## config.mk

```make
export PLATFORM = sky130hd
export DESIGN_NAME = box_corner_kalman_tracker
export DESIGN_NICKNAME = d
export VERILOG_FILES = /design/src/kbt_pkg.sv /design/src/kbt_div.sv /design/src/kbt_mul.sv /design/src/box_corner_kalman_tracker.sv
export SDC_FILE = /design/constraint.sdc
export NUM_CORES = 2
export LEC_CHECK = 0
export BUFFER_PORTS_ARGS = -buffer_cell sky130_fd_sc_hd__buf_2
export CAP_MARGIN = 20
export CORE_ASPECT_RATIO = 0.6
export CORE_MARGIN = 2
export CORE_UTILIZATION = 46
export DETAILED_ROUTE_END_ITERATION = 6
export PLACE_DENSITY = 0.67
export SETUP_SLACK_MARGIN = 0.05
export SLEW_MARGIN = 20
export SYNTH_ARGS = -nofsm -noshare
export SYNTH_HDL_FRONTEND = slang
export SYNTH_SLANG_ARGS = --single-unit
```

## constraint.sdc

```tcl
create_clock -name clk -period 32.7 [get_ports clk]
set_clock_uncertainty 0.2 [all_clocks]
set_input_delay 1.635 -clock clk [delete_from_list [all_inputs] [get_ports clk]]
set_output_delay 1.635 -clock clk [all_outputs]
set_load 0.01 [all_outputs]
```

## src/kbt_pkg.sv

```systemverilog
// ----------------------------------------------------------------------------
// kbt_pkg
// shared types and constants for the box corner kalman tracker
// ----------------------------------------------------------------------------
package kbt_pkg;

  // item modes
  localparam logic [1:0] MODE_START = 2'd0;
  localparam logic [1:0] MODE_MEAS  = 2'd1;
  localparam logic [1:0] MODE_CHECK = 2'd2;

  // configuration register indexes
  localparam logic [1:0] REG_PROC_NOISE = 2'd0;
  localparam logic [1:0] REG_MEAS_NOISE = 2'd1;
  localparam logic [1:0] REG_INIT_ERROR = 2'd2;
  localparam logic [1:0] REG_EXPIRY_MS  = 2'd3;

  // register reset values
  localparam logic [31:0] PROC_NOISE_RST = 32'd1678;
  localparam logic [31:0] MEAS_NOISE_RST = 32'd167772;
  localparam logic [31:0] INIT_ERROR_RST = 32'd16777216;
  localparam logic [31:0] EXPIRY_MS_RST  = 32'd3000;

  // fixed point constants
  localparam logic [24:0]        ONE_Q24     = 25'h1000000;
  localparam logic signed [15:0] ONE_Q14     = 16'sd16384;
  localparam logic signed [15:0] NEG_ONE_Q14 = -16'sd16384;

  // divider widths and step counts
  localparam int unsigned NUM_W     = 34;
  localparam int unsigned DEN_W     = 33;
  localparam int unsigned QUO_W     = 25;
  localparam int unsigned CNT_W     = 5;
  localparam logic [CNT_W-1:0] GAIN_BITS = 5'd25;
  localparam logic [CNT_W-1:0] CONF_BITS = 5'd15;

  // multiplier operand widths
  localparam int unsigned MUL_A_W = 34;
  localparam int unsigned MUL_B_W = 26;

  typedef struct packed {
    logic [1:0]         mode;
    logic [15:0]        track_id;
    logic signed [31:0] left_x;
    logic signed [31:0] left_y;
    logic signed [31:0] right_x;
    logic signed [31:0] right_y;
    logic [39:0]        now_ms;
  } kbt_in_t;

  typedef struct packed {
    logic [15:0]        id_out;
    logic signed [31:0] est_left_x;
    logic signed [31:0] est_left_y;
    logic signed [31:0] est_right_x;
    logic signed [31:0] est_right_y;
    logic [31:0]        error_var;
    logic signed [15:0] confidence;
    logic               expired;
  } kbt_out_t;

  typedef struct packed {
    logic             start;
    logic [CNT_W-1:0] nbits;
    logic [NUM_W-1:0] num;
    logic [DEN_W-1:0] den;
  } kbt_div_req_t;

  typedef struct packed {
    logic             done;
    logic [QUO_W-1:0] quo;
  } kbt_div_rsp_t;

endpackage

```

## src/kbt_div.sv

```systemverilog
// ----------------------------------------------------------------------------
// kbt_div
// restoring divider, one quotient bit per cycle, numerator below twice divisor
// ----------------------------------------------------------------------------
module kbt_div
  import kbt_pkg::*;
(
  input  logic         clk,
  input  logic         rst_n,
  input  kbt_div_req_t req,
  output kbt_div_rsp_t rsp
);

  logic             busy_r;
  logic             done_r;
  logic [CNT_W-1:0] cnt_r;
  logic [NUM_W-1:0] rem_r;
  logic [DEN_W-1:0] den_r;
  logic [QUO_W-1:0] quo_r;

  logic             q_bit;
  logic [NUM_W-1:0] rem_sub;
  logic [NUM_W-1:0] rem_sel;
  logic [NUM_W-1:0] rem_nxt;
  logic [QUO_W-1:0] quo_nxt;

  always_comb begin
    q_bit   = (rem_r >= {1'b0, den_r});
    rem_sub = rem_r - {1'b0, den_r};
    rem_sel = q_bit ? rem_sub : rem_r;
    // partial remainder stays below the divisor, so the shift cannot overflow
    rem_nxt = {rem_sel[NUM_W-2:0], 1'b0};
    quo_nxt = {quo_r[QUO_W-2:0], q_bit};
  end

  always_ff @(posedge clk) begin
    if (!rst_n) begin
      busy_r <= 1'b0;
      done_r <= 1'b0;
      cnt_r  <= '0;
    end else begin
      done_r <= 1'b0;
      if (req.start) begin
        busy_r <= 1'b1;
        cnt_r  <= req.nbits;
      end else if (busy_r) begin
        cnt_r <= cnt_r - 1'b1;
        if (cnt_r == CNT_W'(1)) begin
          busy_r <= 1'b0;
          done_r <= 1'b1;
        end
      end
    end
  end

  always_ff @(posedge clk) begin
    if (req.start) begin
      rem_r <= req.num;
      den_r <= req.den;
      quo_r <= '0;
    end else if (busy_r) begin
      rem_r <= rem_nxt;
      quo_r <= quo_nxt;
    end
  end

  assign rsp.done = done_r;
  assign rsp.quo  = quo_r;

endmodule

```

## src/kbt_mul.sv

```systemverilog
// ----------------------------------------------------------------------------
// kbt_mul
// shared signed multiplier with product register and q24 round half up
// ----------------------------------------------------------------------------
module kbt_mul
  import kbt_pkg::*;
(
  input  logic                      clk,
  input  logic                      load,
  input  logic signed [MUL_A_W-1:0] a_in,
  input  logic signed [MUL_B_W-1:0] b_in,
  output logic [31:0]               rnd_out
);

  localparam int unsigned PROD_W = MUL_A_W + MUL_B_W;

  logic signed [PROD_W-1:0] prod_r;
  logic signed [PROD_W-1:0] rnd_full;

  always_ff @(posedge clk) begin
    if (load) begin
      prod_r <= a_in * b_in;
    end
  end

  // add half an lsb, then the floor shift is a plain bit select
  assign rnd_full = prod_r + PROD_W'(64'd8388608);
  assign rnd_out  = rnd_full[55:24];

endmodule

```

## src/box_corner_kalman_tracker.sv

```systemverilog
// flow: start items and the unused mode go straight to the result, check items skip
//   the confidence divide on time reversal or long gaps and run it otherwise,
//   measure items run the 25-step gain divide (skipped when S is zero) plus five multiplies
// throughput: one item at a time; in_stall holds off new items until the result is registered
// reset: synchronous active low, track state and configuration registers return to defaults
// ----------------------------------------------------------------------------
// box_corner_kalman_tracker
// four-coordinate constant-position kalman tracker with shared error variance
// ----------------------------------------------------------------------------
module box_corner_kalman_tracker
  import kbt_pkg::*;
(
  input  logic        clk,
  input  logic        rst_n,
  // input channel
  input  logic        in_valid,
  output logic        in_stall,
  input  kbt_in_t     in_data,
  // result channel
  output logic        out_valid,
  input  logic        out_stall,
  output kbt_out_t    out_data,
  // configuration port
  input  logic        cfg_we,
  input  logic [1:0]  cfg_index,
  input  logic [31:0] cfg_wdata
);

  // sequencer states
  typedef enum logic [7:0] {
    ST_IDLE = 8'b0000_0001,
    ST_PRED = 8'b0000_0010,
    ST_GAIN = 8'b0000_0100,
    ST_CHK  = 8'b0000_1000,
    ST_DIV  = 8'b0001_0000,
    ST_MUL  = 8'b0010_0000,
    ST_ACC  = 8'b0100_0000,
    ST_DONE = 8'b1000_0000
  } kbt_state_t;

  kbt_state_t state_r, state_nxt;

  // configuration registers
  logic [31:0] proc_noise_r;
  logic [31:0] meas_noise_r;
  logic [31:0] init_error_r;
  logic [31:0] expiry_ms_r;

  // track state
  logic signed [31:0] corner_r [4];
  logic [31:0]        err_var_r;
  logic [39:0]        last_seen_r;
  logic signed [15:0] conf_r;
  logic [15:0]        label_r;

  // captured transaction and working values
  logic [1:0]         mode_r;
  logic signed [31:0] meas_r [4];
  logic [39:0]        now_r;
  logic               expired_r;
  logic [31:0]        p_r;
  logic [QUO_W-1:0]   k_r;
  logic [2:0]         idx_r;

  // result register
  logic     out_valid_r;
  kbt_out_t out_data_r;

  logic in_acc;
  logic out_acc;

  // datapath helpers
  logic [32:0]          p_sum;
  logic [32:0]          s_sum;
  logic [31:0]          span;
  logic [39:0]          dt;
  logic                 time_back;
  logic                 dt_big;
  logic                 dt_over;
  logic signed [32:0]   diff;
  logic signed [MUL_A_W-1:0] mul_a;
  logic signed [MUL_B_W-1:0] mul_b;
  logic                 mul_load;
  logic [31:0]          mul_rnd;

  kbt_div_req_t div_req;
  kbt_div_rsp_t div_rsp;

  assign in_acc  = in_valid && !in_stall;
  assign out_acc = out_valid_r && !out_stall;
  assign in_stall = (state_r != ST_IDLE);

  // predict: P + Q with saturation, then innovation variance S = P + R
  assign p_sum = {1'b0, err_var_r} + {1'b0, proc_noise_r};
  assign s_sum = {1'b0, p_r} + {1'b0, meas_noise_r};

  // expiry check: zero span counts as one millisecond
  assign span      = (expiry_ms_r == 32'd0) ? 32'd1 : expiry_ms_r;
  assign time_back = (now_r < last_seen_r);
  assign dt        = now_r - last_seen_r;
  assign dt_big    = (dt >= {7'd0, span, 1'b0});
  assign dt_over   = (dt > {8'd0, span});

  // shared multiplier: corner steps use K * (z - x), the variance uses P * (1 - K)
  assign diff  = {meas_r[idx_r[1:0]][31], meas_r[idx_r[1:0]]}
               - {corner_r[idx_r[1:0]][31], corner_r[idx_r[1:0]]};
  assign mul_a = idx_r[2] ? {2'b00, p_r} : {diff[32], diff};
  assign mul_b = idx_r[2] ? {1'b0, ONE_Q24 - k_r} : {1'b0, k_r};
  assign mul_load = (state_r == ST_MUL);

  // divider requests: gain from the predict path, confidence from the check path
  always_comb begin
    div_req = '0;
    if (state_r == ST_GAIN) begin
      div_req.start = (s_sum != 33'd0);
      div_req.nbits = GAIN_BITS;
      div_req.num   = {2'b00, p_r};
      div_req.den   = s_sum;
    end else if (state_r == ST_CHK) begin
      div_req.start = !time_back && !dt_big;
      div_req.nbits = CONF_BITS;
      div_req.num   = dt[NUM_W-1:0];
      div_req.den   = {1'b0, span};
    end
  end

  kbt_div u_div (
    .clk   (clk),
    .rst_n (rst_n),
    .req   (div_req),
    .rsp   (div_rsp)
  );

  kbt_mul u_mul (
    .clk     (clk),
    .load    (mul_load),
    .a_in    (mul_a),
    .b_in    (mul_b),
    .rnd_out (mul_rnd)
  );

  // next state
  always_comb begin
    state_nxt = state_r;
    unique case (state_r)
      ST_IDLE: begin
        if (in_acc) begin
          if (in_data.mode == MODE_MEAS) begin
            state_nxt = ST_PRED;
          end else if (in_data.mode == MODE_CHECK) begin
            state_nxt = ST_CHK;
          end else begin
            state_nxt = ST_DONE;
          end
        end
      end
      ST_PRED: state_nxt = ST_GAIN;
      ST_GAIN: state_nxt = (s_sum == 33'd0) ? ST_MUL : ST_DIV;
      ST_CHK:  state_nxt = (time_back || dt_big) ? ST_DONE : ST_DIV;
      ST_DIV: begin
        if (div_rsp.done) begin
          state_nxt = (mode_r == MODE_MEAS) ? ST_MUL : ST_DONE;
        end
      end
      ST_MUL:  state_nxt = ST_ACC;
      ST_ACC:  state_nxt = idx_r[2] ? ST_DONE : ST_MUL;
      ST_DONE: begin
        if (!out_valid_r || !out_stall) begin
          state_nxt = ST_IDLE;
        end
      end
      default: state_nxt = ST_IDLE;
    endcase
  end

  // control, configuration and track state
  always_ff @(posedge clk) begin
    if (!rst_n) begin
      state_r      <= ST_IDLE;
      proc_noise_r <= PROC_NOISE_RST;
      meas_noise_r <= MEAS_NOISE_RST;
      init_error_r <= INIT_ERROR_RST;
      expiry_ms_r  <= EXPIRY_MS_RST;
      for (int i = 0; i < 4; i++) begin
        corner_r[i] <= '0;
      end
      err_var_r    <= '0;
      last_seen_r  <= '0;
      conf_r       <= ONE_Q14;
      label_r      <= '0;
      out_valid_r  <= 1'b0;
      idx_r        <= '0;
    end else begin
      state_r <= state_nxt;

      if (cfg_we) begin
        unique case (cfg_index)
          REG_PROC_NOISE: proc_noise_r <= cfg_wdata;
          REG_MEAS_NOISE: meas_noise_r <= cfg_wdata;
          REG_INIT_ERROR: init_error_r <= cfg_wdata;
          REG_EXPIRY_MS:  expiry_ms_r  <= cfg_wdata;
          default: ;
        endcase
      end

      // start loads the track straight from the transaction
      if (state_r == ST_IDLE && in_acc && in_data.mode == MODE_START) begin
        label_r     <= in_data.track_id;
        corner_r[0] <= in_data.left_x;
        corner_r[1] <= in_data.left_y;
        corner_r[2] <= in_data.right_x;
        corner_r[3] <= in_data.right_y;
        err_var_r   <= init_error_r;
        last_seen_r <= in_data.now_ms;
        conf_r      <= ONE_Q14;
      end

      if (state_r == ST_GAIN) begin
        idx_r <= '0;
      end

      // confidence saturates at minus one once the gap reaches twice the span
      if (state_r == ST_CHK && !time_back && dt_big) begin
        conf_r <= NEG_ONE_Q14;
      end

      if (state_r == ST_DIV && div_rsp.done) begin
        idx_r <= '0;
        if (mode_r != MODE_MEAS) begin
          conf_r <= ONE_Q14 - {1'b0, div_rsp.quo[14:0]};
        end
      end

      // apply one rounded product: a corner step or the corrected variance
      if (state_r == ST_ACC) begin
        if (idx_r[2]) begin
          err_var_r   <= mul_rnd;
          last_seen_r <= now_r;
        end else begin
          corner_r[idx_r[1:0]] <= corner_r[idx_r[1:0]] + mul_rnd;
          idx_r <= idx_r + 3'd1;
        end
      end

      // result register holds until the downstream side takes it
      if (state_r == ST_DONE && (!out_valid_r || !out_stall)) begin
        out_valid_r <= 1'b1;
      end else if (out_acc) begin
        out_valid_r <= 1'b0;
      end
    end
  end

  // transaction capture and working registers
  always_ff @(posedge clk) begin
    if (state_r == ST_IDLE && in_acc) begin
      mode_r    <= in_data.mode;
      meas_r[0] <= in_data.left_x;
      meas_r[1] <= in_data.left_y;
      meas_r[2] <= in_data.right_x;
      meas_r[3] <= in_data.right_y;
      now_r     <= in_data.now_ms;
      expired_r <= 1'b0;
    end

    if (state_r == ST_PRED) begin
      p_r <= p_sum[32] ? 32'hFFFF_FFFF : p_sum[31:0];
    end

    // zero innovation variance gives zero gain
    if (state_r == ST_GAIN) begin
      k_r <= '0;
    end

    if (state_r == ST_CHK) begin
      expired_r <= time_back || dt_over;
    end

    if (state_r == ST_DIV && div_rsp.done && mode_r == MODE_MEAS) begin
      k_r <= div_rsp.quo;
    end

    if (state_r == ST_DONE && (!out_valid_r || !out_stall)) begin
      out_data_r.id_out      <= label_r;
      out_data_r.est_left_x  <= corner_r[0];
      out_data_r.est_left_y  <= corner_r[1];
      out_data_r.est_right_x <= corner_r[2];
      out_data_r.est_right_y <= corner_r[3];
      out_data_r.error_var   <= err_var_r;
      out_data_r.confidence  <= conf_r;
      out_data_r.expired     <= expired_r;
    end
  end

  assign out_valid = out_valid_r;
  assign out_data  = out_data_r;

`ifndef SYNTHESIS
  // the divider only reports back while the sequencer waits for it
  assert property (@(posedge clk) disable iff (!rst_n)
    div_rsp.done |-> state_r == ST_DIV)
    else $error("divider done outside divide state");

  // the gain never exceeds one
  assert property (@(posedge clk) disable iff (!rst_n)
    state_r == ST_MUL |-> k_r <= ONE_Q24)
    else $error("kalman gain above one");

  // confidence stays within minus one and one
  assert property (@(posedge clk) disable iff (!rst_n)
    conf_r >= NEG_ONE_Q14 && conf_r <= ONE_Q14)
    else $error("confidence out of range");

  // a measure transaction goes straight to the predict step
  assert property (@(posedge clk) disable iff (!rst_n)
    in_acc && in_data.mode == MODE_MEAS |=> state_r == ST_PRED)
    else $error("measure transaction did not start predict");
`endif

endmodule
```

==> results.ini <==
[route]
residual_drc_count=4
met3_wirelength_um=42770
routedWlPerCell_um=26.99
drt-pass1-iter-count=7
drt-total-wl_um=270500
detail_route.vias_per_cell=5.932
route.layer.met1.wl_um=116300
detail_route.iter0.violations=8390
wl_met2_um=103800
final_antenna_net_count=0
vias=59460
top_signal_layer_used=met5

[cts]
cts-htree-levels=3
clock_tree.buffer_depth=3
clkSlewWorstSetupHoldPaths_ns=0.07
cts.root.buffer_cell=sky130_fd_sc_hd__clkbuf_16
cts.sink_count=925
post_cts.repair.setup_buffers=0
numCtsBuffers=90
clock_latency_ns=0.75
post_cts.resized_instances=0
hold_buffers=0
tritoncts=done

[grt]
largest_net_degree_at_the_start_of_global_routing=118
gr-total-overflow=0
grt_first_pass_wirelength_um=395900
grt_pass1_vias=58180
grt_antenna_before_repair=38
grt_usage_pct=32.83

[die]
initial_cell_density_of_the_core_pct=46.28
die_h_um=315.8
chip_width_um=523.6
placementRows=114
floorplan.io_pins=420
fp.coreArea_mm2=0.1610
die-area_mm2=0.1654

[setup_path]
worst-path-max-fanout=38
worstSetupStartpointType=flop
crit_family=compound AO/OA/AOI/OAI gates
path_class=reg -> reg
cp_slowest_stage_delay_ns=0.78
timing.critical_path.slowest_stage_cell=sky130_fd_sc_hd__xor2_1
critical-path-top-cell-by-count=sky130_fd_sc_hd__fa_1
crit_arrival_ns=13.61
end_kind=flop
cp_data_required_time_ns=32.98
worst-path-buf-inv=8

[sta]
final_setup_tns_ns=0
timing.final.max_slew_violations=0
tightest_slew_ns=1.268
timing.final.setup_violations=0
timing_hold_violations_final=0
timing.final.crit_period_ns=13.33
slew_headroom_pct=15.40
min_period_over_period_pct=40.78
fmax_ghz=0.07500
rsz0062_at_grt=no

[logic_synthesis]
post_synth_instance_area_mm2=0.07453
postSynthAreaPerCell_um2=9.988
ys.flop_type=sky130_fd_sc_hd__edfxtp_1
synth-async-reset-ratio_pct=0
seq_total_area_yosys_pct=33.56
number_of_synthesized_flops_with_an_enable_pin=649
synth-seq-cells=925
synthCells=7462
synthDistinctLibCells=92
syn_nets=8935
synth_warnings=0

[place]
gp_congestion=1.040
numPortBuffers=419
post-dp-hpwl_um=212800

[final_layout]
layout.nets=9255
most-common-layout-cells=1034 x sky130_fd_sc_hd__inv_1, 957 x sky130_fd_sc_hd__nand2_1, 818 x sky130_fd_sc_hd__fa_1
post_route_cells_drive_above_1_share_pct=10.72
final_common_cell=sky130_fd_sc_hd__inv_1
filler_cell_count=14510
footprint_of_the_multi_input_gates_mm2=0.04479
flow.area_growth_from_synthesis_pct=10.87
layout.area.seq_mm2=0.02502

[status]
failed_checks=DRC
status=complete, but fails checks

[hold_path]
type_of_the_worst_min_delay_path=reg -> reg

[flow_run]
maxCapViolations=0

stage by stage:
| stage | cell area [µm²] | hold WS [ns] | setup slack, ns | util (%) | instances |
|---|---|---|---|---|---|
| floorplan | 74530 | 0.2003 | 20.94 | - | 7462 |
| global placement | 79460 | 0.2113 | 19.90 | 49.34 | 9833 |
| detailed placement | 79470 | 0.2175 | 19.59 | 49.35 | 9834 |
| CTS | 82520 | 0.2332 | 19.52 | 51.24 | 10000 |
| global route | 82590 | 0.2399 | 18.68 | 51.29 | 10010 |
| finish | 82630 | 0.2337 | 19.37 | 51.31 | 10020 |
state kept, by name, summed over array words and instances (netlist names), 2 cells and up:
register and count:
u_div.quo_r 25, out_data 193, u_div.cnt_r 5, now_r 40
idx_r 3, meas_noise_r 32, init_error_r 32, err_var_r 32
u_div.rem_r 34, p_r 32, meas_r 128, expiry_ms_r 32
corner_r 128, mode_r 2, state_r 8, u_div.den_r 33
u_mul.prod_r 33, conf_r 16, last_seen_r 40, label_r 16
k_r 25, proc_noise_r 32
worst reg2reg max path, delay by kind of cell, from the launching register on:
family | cells | cell delay (ns)
simple gates | 2 | 0.32
fa+ha+maj | 9 | 4.18
xor+xnor | 2 | 0.89
compound gates | 16 | 4.55
mux | 1 | 0.65
flops | 1 | 0.76
buf+inv | 8 | 1.53
per-layer routing:
layer / vias up / GRT usage [%]
li1: 25460 / -
met1: 29580 / 49.50
met2: 3892 / 43.10
met3: 482 / 13.61
met4: 48 / 7.839
met5: - / 0
kinds of logic (layout without fill, tap and decap cells):
| group | Yosys count | after routing | share of synthesized area (%) |
|---|---|---|---|
| buffers and inverters | 1358 | 1753 | 6.863 |
| other | 0 | 20 | 0 |
| and+or+nand+nor | 2242 | 2242 | 12.90 |
| adders and majority gates | 1251 | 1251 | 29.23 |
| AOI/OAI and AO/OA | 1251 | 1251 | 10.97 |
| xor gates and xnor gates | 292 | 292 | 3.450 |
| muxes | 143 | 143 | 3.014 |
| DFF | 925 | 925 | 33.56 |
area by class of cell:
type,count,share of cell area [%]
multi-input cells,5179,54.21
flip-flops and latches,925,30.28
inverters,1038,4.721
repair buffers,548,3.788
well taps,2146,3.249
clock buffers,126,3.012
clock inverters,41,0.6768
diodes,20,0.06057
final timing paths:
path | startpoint | endpoint | slack (ns) | cells after the start
worst max-delay path | idx_r[0] | u_mul.prod_r[54] | 19.37 | 38
worst min-delay path | label_r[2] | out_data[179] | 0.23 | 0
worst min register to register | label_r[2] | out_data[179] | 0.23 | 0
worst max register to register | idx_r[0] | u_mul.prod_r[54] | 19.37 | 38
synthesized netlist by cell type (all sizes together) (13+ instances only):
| master | count | share of area (%) |
|---|---|---|
| clkbuf | 296 | 1.5 |
| nor4 | 25 | 0.21 |
| nand2b | 56 | 0.47 |
| inv | 1036 | 5.2 |
| a22o | 123 | 1.4 |
| buf | 24 | 0.14 |
| nor2b | 51 | 0.43 |
| a21oi | 347 | 2.3 |
| nand4 | 38 | 0.32 |
| a21o | 130 | 1.3 |
| o22ai | 19 | 0.16 |
| o211ai | 74 | 0.75 |
| o21bai | 31 | 0.31 |
| o31ai | 26 | 0.27 |
| xnor2 | 189 | 2.2 |
| a32oi | 18 | 0.21 |
| a21boi | 13 | 0.15 |
| a31oi | 15 | 0.15 |
| nand2 | 962 | 4.8 |
| a211oi | 30 | 0.32 |
| nor3 | 62 | 0.42 |
| dfxtp | 276 | 7.4 |
| o21a | 55 | 0.55 |
| xor2 | 102 | 1.2 |
| fa | 818 | 22 |
| mux4 | 64 | 1.9 |
| and3 | 38 | 0.32 |
| ha | 430 | 7.2 |
| nor2 | 751 | 3.8 |
| o21ai | 272 | 1.8 |
| nand3 | 118 | 0.79 |
| and2 | 62 | 0.52 |
| mux2i | 68 | 0.91 |
| edfxtp | 649 | 26 |
| or3 | 22 | 0.18 |
Power is left out: the tool's default activity adds up to more than one toggle a clock period on the data nets, which glitch-free logic cannot reach.
